--- src/hdl/tccc_pkg.sv ---
package tccc_pkg;

  localparam logic [7:0] NEWLINE_CODE = 8'd10;
  localparam logic [7:0] ENTER_RESET = 8'd13;
  localparam logic [7:0] BACKSPACE_RESET = 8'd8;

  localparam logic REG_ENTER = 1'b0;
  localparam logic REG_BACKSPACE = 1'b1;

  localparam logic KIND_CELL = 1'b0;
  localparam logic KIND_ROW_CLEAR = 1'b1;

  typedef struct packed {
    logic       kind;
    logic [4:0] mem_row;
    logic [6:0] column;
    logic [7:0] cell_data;
    logic [4:0] scroll_now;
    logic       last;
  } result_t;

  // Results produced by one character: count is 0, 1 or 2.
  typedef struct packed {
    logic [1:0] count;
    result_t    first;
    result_t    second;
  } push_t;

endpackage

--- src/hdl/text_console_cursor_controller_core.sv ---
// Channel | Handshake             | Payload
// input   | in_valid / in_ready   | char_code
// output  | out_valid / out_ready | kind, mem_row, column, cell_data, scroll_now, last
// config  | cfg_wen               | cfg_addr, cfg_wdata
//
// A character is taken at the edge where in_valid and in_ready are both high, and its
// results (none, one or two) enter a four-entry result queue at that same edge; the
// first is offered on the output once any older results have left the queue.
// The queue drains one result per cycle while out_ready is high.
// in_ready is high while the queue holds at most two results; a low out_ready holds the queue, which can drop in_ready.
// rst (synchronous) clears the cursor, scroll offset and queue, and returns the
// enter and backspace codes to 13 and 8.
module text_console_cursor_controller_core #(
  parameter int COLS = 80,
  parameter int LINES = 30,
  parameter int MEM_ROWS = 32
) (
  input  logic       clk,
  input  logic       rst,
  input  logic       in_valid,
  output logic       in_ready,
  input  logic [7:0] char_code,
  output logic       out_valid,
  input  logic       out_ready,
  output logic       kind,
  output logic [4:0] mem_row,
  output logic [6:0] column,
  output logic [7:0] cell_data,
  output logic [4:0] scroll_now,
  output logic       last,
  input  logic       cfg_wen,
  input  logic       cfg_addr,
  input  logic [7:0] cfg_wdata
);

  logic [7:0] enter_code, backspace_code;
  logic accept;
  tccc_pkg::push_t push;
  tccc_pkg::result_t head_r;

  assign accept = in_valid && in_ready;

  always_ff @(posedge clk) begin
    if (rst) begin
      enter_code     <= tccc_pkg::ENTER_RESET;
      backspace_code <= tccc_pkg::BACKSPACE_RESET;
    end else if (cfg_wen) begin
      case (cfg_addr)
        tccc_pkg::REG_ENTER:     enter_code <= cfg_wdata;
        tccc_pkg::REG_BACKSPACE: backspace_code <= cfg_wdata;
        default: ;
      endcase
    end
  end

  tccc_step #(
    .COLS(COLS),
    .LINES(LINES),
    .MEM_ROWS(MEM_ROWS)
  ) u_step (
    .clk(clk),
    .rst(rst),
    .accept(accept),
    .char_code(char_code),
    .enter_code(enter_code),
    .backspace_code(backspace_code),
    .push(push)
  );

  tccc_queue u_queue (
    .clk(clk),
    .rst(rst),
    .push_en(accept),
    .push(push),
    .room(in_ready),
    .pop_valid(out_valid),
    .pop_ready(out_ready),
    .pop_data(head_r)
  );

  assign kind       = head_r.kind;
  assign mem_row    = head_r.mem_row;
  assign column     = head_r.column;
  assign cell_data  = head_r.cell_data;
  assign scroll_now = head_r.scroll_now;
  assign last       = head_r.last;

endmodule

--- src/hdl/tccc_step.sv ---
module tccc_step #(
  parameter int COLS = 80,
  parameter int LINES = 30,
  parameter int MEM_ROWS = 32
) (
  input  logic                clk,
  input  logic                rst,
  input  logic                accept,
  input  logic [7:0]          char_code,
  input  logic [7:0]          enter_code,
  input  logic [7:0]          backspace_code,
  output tccc_pkg::push_t     push
);

  localparam int COL_W = $clog2(COLS);
  localparam int LINE_W = $clog2(LINES);
  localparam int ROW_W = $clog2(MEM_ROWS);
  localparam logic [COL_W-1:0] COL_LAST = COL_W'(COLS - 1);
  localparam logic [LINE_W-1:0] LINE_LAST = LINE_W'(LINES - 1);
  localparam logic [ROW_W-1:0] ROW_LAST = ROW_W'(MEM_ROWS - 1);

  logic [COL_W-1:0]  cursor_col, cursor_col_next;
  logic [LINE_W-1:0] cursor_line, cursor_line_next;
  logic [ROW_W-1:0]  scroll_offset, scroll_offset_next;
  // Physical row of the cursor line, kept as (scroll + line) mod MEM_ROWS
  logic [ROW_W-1:0]  cursor_row, cursor_row_next;

  logic [ROW_W-1:0] row_inc, row_dec, scroll_inc;
  logic is_line_end, is_backspace, at_origin, col_wrap, line_wrap;
  tccc_pkg::result_t cell_r, clear_r, back_r;

  always_comb begin
    row_inc    = (cursor_row == ROW_LAST) ? '0 : cursor_row + ROW_W'(1);
    row_dec    = (cursor_row == '0) ? ROW_LAST : cursor_row - ROW_W'(1);
    scroll_inc = (scroll_offset == ROW_LAST) ? '0 : scroll_offset + ROW_W'(1);

    is_line_end  = (char_code == tccc_pkg::NEWLINE_CODE) || (char_code == enter_code);
    is_backspace = (char_code == backspace_code);
    at_origin    = (cursor_line == '0) && (cursor_col == '0);
    col_wrap     = (cursor_col == COL_LAST);
    line_wrap    = (cursor_line == LINE_LAST);

    cell_r.kind       = tccc_pkg::KIND_CELL;
    cell_r.mem_row    = 5'(cursor_row);
    cell_r.column     = 7'(cursor_col);
    cell_r.cell_data  = is_line_end ? 8'd0 : (is_backspace ? 8'd0 : char_code);
    cell_r.scroll_now = 5'(scroll_offset);
    cell_r.last       = 1'b1;

    // After a scroll the last line lands one physical row further down
    clear_r.kind       = tccc_pkg::KIND_ROW_CLEAR;
    clear_r.mem_row    = 5'(row_inc);
    clear_r.column     = 7'd0;
    clear_r.cell_data  = 8'd0;
    clear_r.scroll_now = 5'(scroll_inc);
    clear_r.last       = 1'b1;

    back_r.kind       = tccc_pkg::KIND_CELL;
    back_r.mem_row    = (cursor_col == '0) ? 5'(row_dec) : 5'(cursor_row);
    back_r.column     = (cursor_col == '0) ? 7'(COL_LAST) : 7'(cursor_col - COL_W'(1));
    back_r.cell_data  = 8'd0;
    back_r.scroll_now = 5'(scroll_offset);
    back_r.last       = 1'b1;

    cursor_col_next    = cursor_col;
    cursor_line_next   = cursor_line;
    scroll_offset_next = scroll_offset;
    cursor_row_next    = cursor_row;
    push.count  = 2'd0;
    push.first  = cell_r;
    push.second = clear_r;

    if (is_line_end || (!is_backspace && col_wrap)) begin
      push.count = 2'd1;
      cursor_col_next = '0;
      cursor_row_next = row_inc;
      if (line_wrap) begin
        push.count = 2'd2;
        push.first.last = 1'b0;
        scroll_offset_next = scroll_inc;
      end else begin
        cursor_line_next = cursor_line + LINE_W'(1);
      end
    end else if (is_backspace) begin
      if (!at_origin) begin
        push.count = 2'd2;
        push.first.last = 1'b0;
        push.second = back_r;
        if (cursor_col == '0) begin
          cursor_col_next  = COL_LAST;
          cursor_line_next = cursor_line - LINE_W'(1);
          cursor_row_next  = row_dec;
        end else begin
          cursor_col_next = cursor_col - COL_W'(1);
        end
      end
    end else begin
      push.count = 2'd1;
      cursor_col_next = cursor_col + COL_W'(1);
    end
  end

  always_ff @(posedge clk) begin
    if (rst) begin
      cursor_col    <= '0;
      cursor_line   <= '0;
      scroll_offset <= '0;
      cursor_row    <= '0;
    end else if (accept) begin
      cursor_col    <= cursor_col_next;
      cursor_line   <= cursor_line_next;
      scroll_offset <= scroll_offset_next;
      cursor_row    <= cursor_row_next;
    end
  end

endmodule

--- src/hdl/tccc_queue.sv ---
module tccc_queue (
  input  logic                clk,
  input  logic                rst,
  input  logic                push_en,
  input  tccc_pkg::push_t     push,
  output logic                room,
  output logic                pop_valid,
  input  logic                pop_ready,
  output tccc_pkg::result_t   pop_data
);

  tccc_pkg::result_t slots [4];
  logic [1:0] head, tail;
  logic [2:0] count, count_next;
  logic [1:0] push_n;
  logic       pop;

  always_comb begin
    push_n     = push_en ? push.count : 2'd0;
    pop        = pop_valid && pop_ready;
    count_next = count + 3'(push_n) - 3'(pop);
    room       = (count <= 3'd2);
    pop_valid  = (count != 3'd0);
    pop_data   = slots[head];
  end

  always_ff @(posedge clk) begin
    if (rst) begin
      head  <= '0;
      tail  <= '0;
      count <= '0;
    end else begin
      head  <= head + 2'(pop);
      tail  <= tail + push_n;
      count <= count_next;
    end
  end

  always_ff @(posedge clk) begin
    if (push_n != 2'd0) begin
      slots[tail] <= push.first;
    end
    if (push_n == 2'd2) begin
      slots[tail + 2'd1] <= push.second;
    end
  end

endmodule

--- config.mk ---
export PLATFORM = sky130hd
export DESIGN_NAME = text_console_cursor_controller_core
export DESIGN_NICKNAME = d
export VERILOG_FILES = /design/src/hdl/tccc_pkg.sv /design/src/hdl/text_console_cursor_controller_core.sv /design/src/hdl/tccc_step.sv /design/src/hdl/tccc_queue.sv
export SDC_FILE = /design/constraint.sdc
export NUM_CORES = 1
export LEC_CHECK = 0
export BUFFER_PORTS_ARGS = -buffer_cell sky130_fd_sc_hd__clkbuf_2
export CAP_MARGIN = 10
export CORE_MARGIN = 1.5
export CORE_UTILIZATION = 53
export CTS_CLUSTER_SIZE = 8
export DETAILED_ROUTE_END_ITERATION = 16
export PLACE_DENSITY = 0.71
export SYNTH_ARGS = -nofsm -noshare
export SYNTH_HDL_FRONTEND = slang
export SYNTH_SLANG_ARGS = --single-unit
--- constraint.sdc ---
create_clock -name clk -period 3.7 [get_ports clk]
set_input_delay 0.74 -clock clk [delete_from_list [all_inputs] [get_ports clk]]
set_output_delay 0.74 -clock clk [all_outputs]
set_load 0.005 [all_outputs]
==> impl_metrics.py, run 1 <==
metrics = {
    "setup_path": {
        "crit_chain": "ha_1 > and3_1 > and3_1 > o21ai_1 > nand2_2 > inv_2 > ha_1 > nor2b_1 > o21ai_0 > nand2b_1 > or3_1 > a21oi_1 > mux2_2",
        "ff2ff_path_depth": 13,
        "crit_fanout": 10,
        "worstPathArrival_ns": 3.52,
        "path_class": "register to register",
        "rrSetupSlack_ns": 0.51,
        "crit_path_end_kind": "register",
        "critPathLaunchType": "register",
        "cp_slowest_cell": "mux2_2",
        "max_stage_delay_ns": 0.37,
        "cp.required_ns": 4.03,
    },
    "sta": {
        "worst_slew_margin_rel_pct": 42.6,
        "finClkSkew_ns": 0.0113,
        "tns_ns": 0,
        "worstMarginPinSlew_ns": 0.860,
        "hold_viol_final": 0,
        "slew_viol_final": 0,
        "final.period_utilization_pct": 86.2,
        "period_minus_slack_ns": 3.19,
        "setup_viol": 0,
        "rsz0062_at_grt": "no",
        "max_freq_ghz": 0.314,
    },
    "placement": {
        "io_buffers": 50,
        "place_hpwl_um": 14400,
        "globalplace.congestion": 0.942,
    },
    "pwr": {
        "powerDensity_nw_per_um2": 598,
        "ir_drop_v": 0.000341,
        "p_leak_nw": 3.36,
        "fin_total_pwr_mw": 5.41,
    },
    "finish": {
        "antenna_cells": 0,
        "drive_gt1_share_pct": 20.8,
        "fin_util_pct": 62.0,
        "area_delta_synth_final_pct": 14.0,
        "fin_nets": 870,
    },
    "detailed_routing": {
        "drc_errors": 0,
        "antenna_left": 0,
        "vias_per_cell": 6.31,
        "wl_per_cell_um": 20.4,
        "met2_length_um": 9880,
        "met1_length_um": 9000,
        "top_layer": "met4",
        "wl_met3_um": 1640,
        "drtPass1Iterations": 6,
        "drt_iter0_drc": 605,
        "drt-total-wl_um": 20900,
        "dr_total_vias": 6492,
    },
    "synthesis": {
        "synth.distinct_cells": 73,
        "synth_commonest_cells": "123 x nand2_1, 81 x dfxtp_1, 72 x edfxtp_1",
        "synthFlopType": "dfxtp_1",
        "syn_avg_cell_area_um2": 10.1,
        "yosysMostFrequentCell": "nand2_1",
        "async_flop_share_pct": 0,
        "netlist_top_cells_area": "edfxtp_1 27%, dfxtp_1 20%, mux4_2 7.7%",
        "synth_nets": 822,
        "synth_top_area_share_pct": 27.3,
        "syn_inst": 784,
        "synth_top_area_cell": "edfxtp_1",
        "ys_seq_area_share_pct": 47.7,
        "ys_ff_latch": 153,
        "ys_warn_count": 0,
        "netlist_area_um2": 7930,
        "synth_edf_count": 72,
    },
    "cts": {
        "hold_buffers": 0,
        "worstSkewPairLatency_ns": 0.44,
        "cts_tree": "done",
        "clockRootBuffer": "clkbuf_16",
        "clockBufferDepth": 2,
        "post-cts-setup-buffer-count": 0,
        "h-tree-depth": 4,
        "cts.sinks": 153,
        "cts_made_buffers": 17,
        "cts.clk_slew.worst_paths_ns": 0.07,
        "cts.repair.resized": 0,
    },
    "floorplanning": {
        "initial_core_util_pct": 54.3,
        "rows": 44,
        "die-height_um": 125,
        "die_area_um2": 15700,
        "die_w_um": 125,
        "core_um2": 14600,
        "pin_count": 51,
    },
    "run_status": {
        "status": "finished clean",
    },
    "global_route": {
        "grt_pass1_wl_um": 33300,
        "grt_max_degree": 42,
        "grt_pass1_vias": 6260,
        "grt_usage_pct": 27.2,
        "antenna_found_initial": 0,
        "grt.overflow.total": 0,
    },
    "worst_hold_path": {
        "hold_depth": 2,
        "hold_path_class": "register to register",
    },
    "flow_run": {
        "drv_cap": 0,
    },
}
final cells by class:
cell class | count | area [µm²]
sequential | 153 | 3780
timing repair buffer | 84 | 505
tap | 184 | 230
clock buffer | 21 | 526
inverter | 13 | 48.8
multi-input combinational | 563 | 3850
fill | 1141 | 5550
clock inverter | 11 | 91.3
final timing paths:
path	startpoint	end
setup / recovery	u_step.cursor_col[0]	u_step.cursor_line[4]
hold / removal	u_queue.slots[2][12]	u_queue.slots[2][12]
setup reg to reg	u_step.cursor_col[0]	u_step.cursor_line[4]
hold reg to reg	u_queue.slots[2][12]	u_queue.slots[2][12]
critical path, delay by kind of cell (launching register included):
family / cells / cell delay (ns)
DFF: 1 / 0.35
muxes: 1 / 0.37
AOI/OAI and AO/OA: 3 / 0.53
and+or+nand+nor: 6 / 1.11
adders and majority gates: 2 / 0.53
buffers and inverters: 1 / 0.19
cell families after synthesis:
kind of cell / synth area share [%]
muxes: 9.49
xor gates and xnor gates: 3.42
AOI/OAI and AO/OA: 16.1
adders and majority gates: 2.71
DFF: 47.7
buffers and inverters: 3.68
and+or+nand+nor: 16.8
where the power goes:
part | internal [mW] | switching [mW] | total, mW
logic | 0.639 | 0.706 | 1.35
clock network | 1.03 | 0.735 | 1.77
registers | 2.09 | 0.206 | 2.29
registers in the layout (all words and copies together), names as in the netlist:
signal / count
u_queue.slots: 108
backspace_code: 8
enter_code: 8
u_step.cursor_col: 7
u_step.cursor_line: 5
u_step.cursor_row: 5
u_step.scroll_offset: 5
u_queue.count: 3
u_queue.head: 2
u_queue.tail: 2
cell usage in the layout (no fill, tap or decap), types with 3 or more instances in the layout:
cell and n:
nand2_1 123, dfxtp_1 80, edfxtp_1 72, o21ai_0 55
clkbuf_2 50, nor2_1 44, nand3_1 42, a21oi_1 35
buf_4 34, o22ai_1 32, mux4_2 27, xnor2_1 25
clkbuf_16 21, a22o_1 19, ha_1 14, inv_1 12
o21ai_1 12, nor3_1 11, mux2i_1 11, nand4_1 7
and3_1 6, nor2b_1 6, xor2_1 6, and2_1 4
nand2b_1 4, o31ai_2 4, o2bb2ai_1 4, nor4_1 3
nor2_2 3, o41ai_1 3, or3_1 3, mux2_2 3
a31oi_1 3, clkinv_4 3
stage by stage:
step / hold WS, ns / worst slack, ns / cell area (µm²) / std cells
final: 0.472 / 0.510 / 9040 / 1029
after global routing: 0.482 / 0.342 / 9040 / 1029
after CTS: 0.473 / 0.539 / 9040 / 1029
after detailed placement: 0.453 / 0.219 / 8420 / 997
after global placement: 0.442 / 0.390 / 8420 / 997
after floorplan: 0.435 / 0.414 / 7930 / 784
routing by layer:
| layer | track usage (%) | up-vias |
|---|---|---|
| met4 | 9.16 | 0 |
| li1 | - | 3001 |
| met3 | 5.18 | 50 |
| met5 | 0 | - |
| met2 | 43.5 | 334 |
| met1 | 37.5 | 3107 |
No activity file was read; power rests on OpenSTA's default activity.
==> inputs of run 2 (changes only) <==
- CELL_PAD_IN_SITES_DETAIL_PLACEMENT: default -> 1
- CELL_PAD_IN_SITES_GLOBAL_PLACEMENT: default -> 1
- CORE_UTILIZATION: 53 -> 48
- PLACE_DENSITY: 0.71 -> default
- PLACE_DENSITY_LB_ADDON: default -> 0.1
==> impl_metrics.py, run 2 (same netlist as run 1, synthesis figures left out) <==
metrics = {
    "worst_hold_path": {
        "hold_path_class": "register to register",
    },
    "placement": {
        "place_area_um2": 8470,
        "place_hpwl_um": 16800,
        "io_buffers": 50,
        "globalplace.congestion": 0.920,
    },
    "floorplanning": {
        "pin_count": 51,
        "die_area_um2": 17300,
        "rows": 46,
        "die_w_um": 132,
        "initial_core_util_pct": 49.5,
        "core_um2": 16000,
        "die-height_um": 132,
    },
    "cts": {
        "cts_tree": "done",
        "cts.clk_slew.worst_paths_ns": 0.07,
        "cts.sinks": 153,
        "clockBufferDepth": 2,
        "clockRootBuffer": "clkbuf_16",
        "h-tree-depth": 4,
        "post-cts-setup-buffer-count": 0,
        "cts.repair.resized": 0,
        "cts_made_buffers": 17,
        "hold_buffers": 0,
        "worstSkewPairLatency_ns": 0.43,
    },
    "sta": {
        "tns_ns": 0,
        "hold_viol_final": 0,
        "slew_viol_final": 0,
        "final.period_utilization_pct": 85.3,
        "period_minus_slack_ns": 3.16,
        "worstMarginPinSlew_ns": 0.912,
        "finClkSkew_ns": 0.00976,
        "worst_slew_margin_rel_pct": 38.7,
        "rsz0062_at_grt": "no",
        "max_freq_ghz": 0.317,
        "setup_viol": 0,
    },
    "global_route": {
        "grt_pass1_vias": 6695,
        "grt.overflow.total": 0,
        "grt_usage_pct": 28.8,
        "grt_max_degree": 29,
        "antenna_found_initial": 0,
        "grt_pass1_wl_um": 38600,
    },
    "finish": {
        "layout_common_cells": "123 x nand2_1, 80 x dfxtp_1, 72 x edfxtp_1, 55 x o21ai_0, 50 x clkbuf_2",
        "antenna_cells": 0,
        "largest_register_ffs": 108,
        "area_delta_synth_final_pct": 13.8,
        "reg.largest.list": "u_queue.slots: 108 flops, backspace_code: 8 flops, enter_code: 8 flops",
        "fin_nets": 871,
        "final_area_um2": 9020,
        "drive_gt1_share_pct": 20.9,
        "layout_commonest_cell": "nand2_1",
        "largest-register": "u_queue.slots",
    },
    "detailed_routing": {
        "wl_per_cell_um": 22.9,
        "drt_iter0_drc": 540,
        "antenna_left": 0,
        "drt-total-wl_um": 24300,
        "drc_errors": 0,
        "drtPass1Iterations": 5,
        "dr_total_vias": 6599,
        "vias_per_cell": 6.21,
    },
    "flow_run": {
        "drv_cap": 0,
    },
    "setup_path": {
        "cp.required_ns": 4.01,
        "cp_slowest_cell": "or4_4",
        "path_class": "register to register",
        "critPathTopFamily": "simple AND/OR/NAND/NOR gates",
        "crit_fanout": 14,
        "crit_path_end_kind": "register",
        "crit_chain": "or4_4 > nor2_4 > nand2_2 > nand3_2 > o21ai_2 > nand2_1 > ha_1 > fa_1 > xnor2_1 > xnor2_1 > nor2_1",
        "max_stage_delay_ns": 0.62,
        "crit_top_cell": "xnor2_1",
        "worstPathArrival_ns": 3.46,
        "path_buf_inv": 0,
        "critPathLaunchType": "register",
    },
    "pwr": {
        "ir_drop_v": 0.000325,
        "p_leak_nw": 3.34,
        "powerDensity_nw_per_um2": 594,
    },
    "run_status": {
        "status": "finished clean",
    },
}
==> run 2: changes by cell type in the layout (fill, tap and decap cells not counted), sizes merged <==
cell      delta
clkbuf       -4
inv          +4
buf          +1
clkinv       +1
clkinvlp     -1
==> run 2: layer usage <==
metal | track usage, % | vias up | part of all wire (%)
li1 | - | 3004 | -
met1 | 40.6 | 3370 | 45
met2 | 47.1 | 197 | 49
met3 | 3.55 | 28 | 4.9
met4 | 7.84 | 0 | 1.4
met5 | 0 | - | 0
==> run 2: worst reg2reg max path: stages, from the launching register on <==
cell and delay, ns:
dfxtp_1 0.43, or4_4 0.62, nor2_4 0.37, nand2_2 0.24, nand3_2 0.15, o21ai_2 0.07
nand2_1 0.09, ha_1 0.25, fa_1 0.44, xnor2_1 0.18, xnor2_1 0.14, nor2_1 0.05
==> run 2: where the power goes <==
group | switching (mW) | internal (mW)
sequential | 0.202 | 2.09
combinational | 0.769 | 0.641
clock | 0.777 | 0.883
total | 1.75 | 3.61
==> run 2: final timing paths <==
check	end	slack [ns]	from	depth (start not counted)
setup / recovery	u_queue.count[2]	0.54	u_step.cursor_col[3]	11
hold / removal	enter_code[6]	0.47	enter_code[6]	2
setup reg to reg	u_queue.count[2]	0.54	u_step.cursor_col[3]	11
hold reg to reg	enter_code[6]	0.47	enter_code[6]	2
==> run 2: cell type report <==
| class | count | area, µm² |
|---|---|---|
| well taps | 216 | 270 |
| clock inverters | 15 | 130 |
| flip-flops and latches | 153 | 3780 |
| clock buffers | 17 | 425 |
| fillers | 1803 | 6980 |
| inverters | 13 | 48.8 |
| repair buffers | 85 | 513 |
| multi-input cells | 563 | 3850 |
==> run 2: stage by stage <==
stage	cells	worst slack [ns]	total power, mW	util [%]	hold slack (ns)
6_report	1062	0.544	5.36	56.4	0.470
3_5_place_dp	1030	0.314	3.72	52.9	0.460
3_3_place_gp	1030	0.410	3.62	52.9	0.442
4_1_cts	1062	0.558	5.38	56.4	0.472
5_1_grt	1062	0.389	5.59	56.4	0.497
2_1_floorplan	784	0.414	3.17	-	0.435
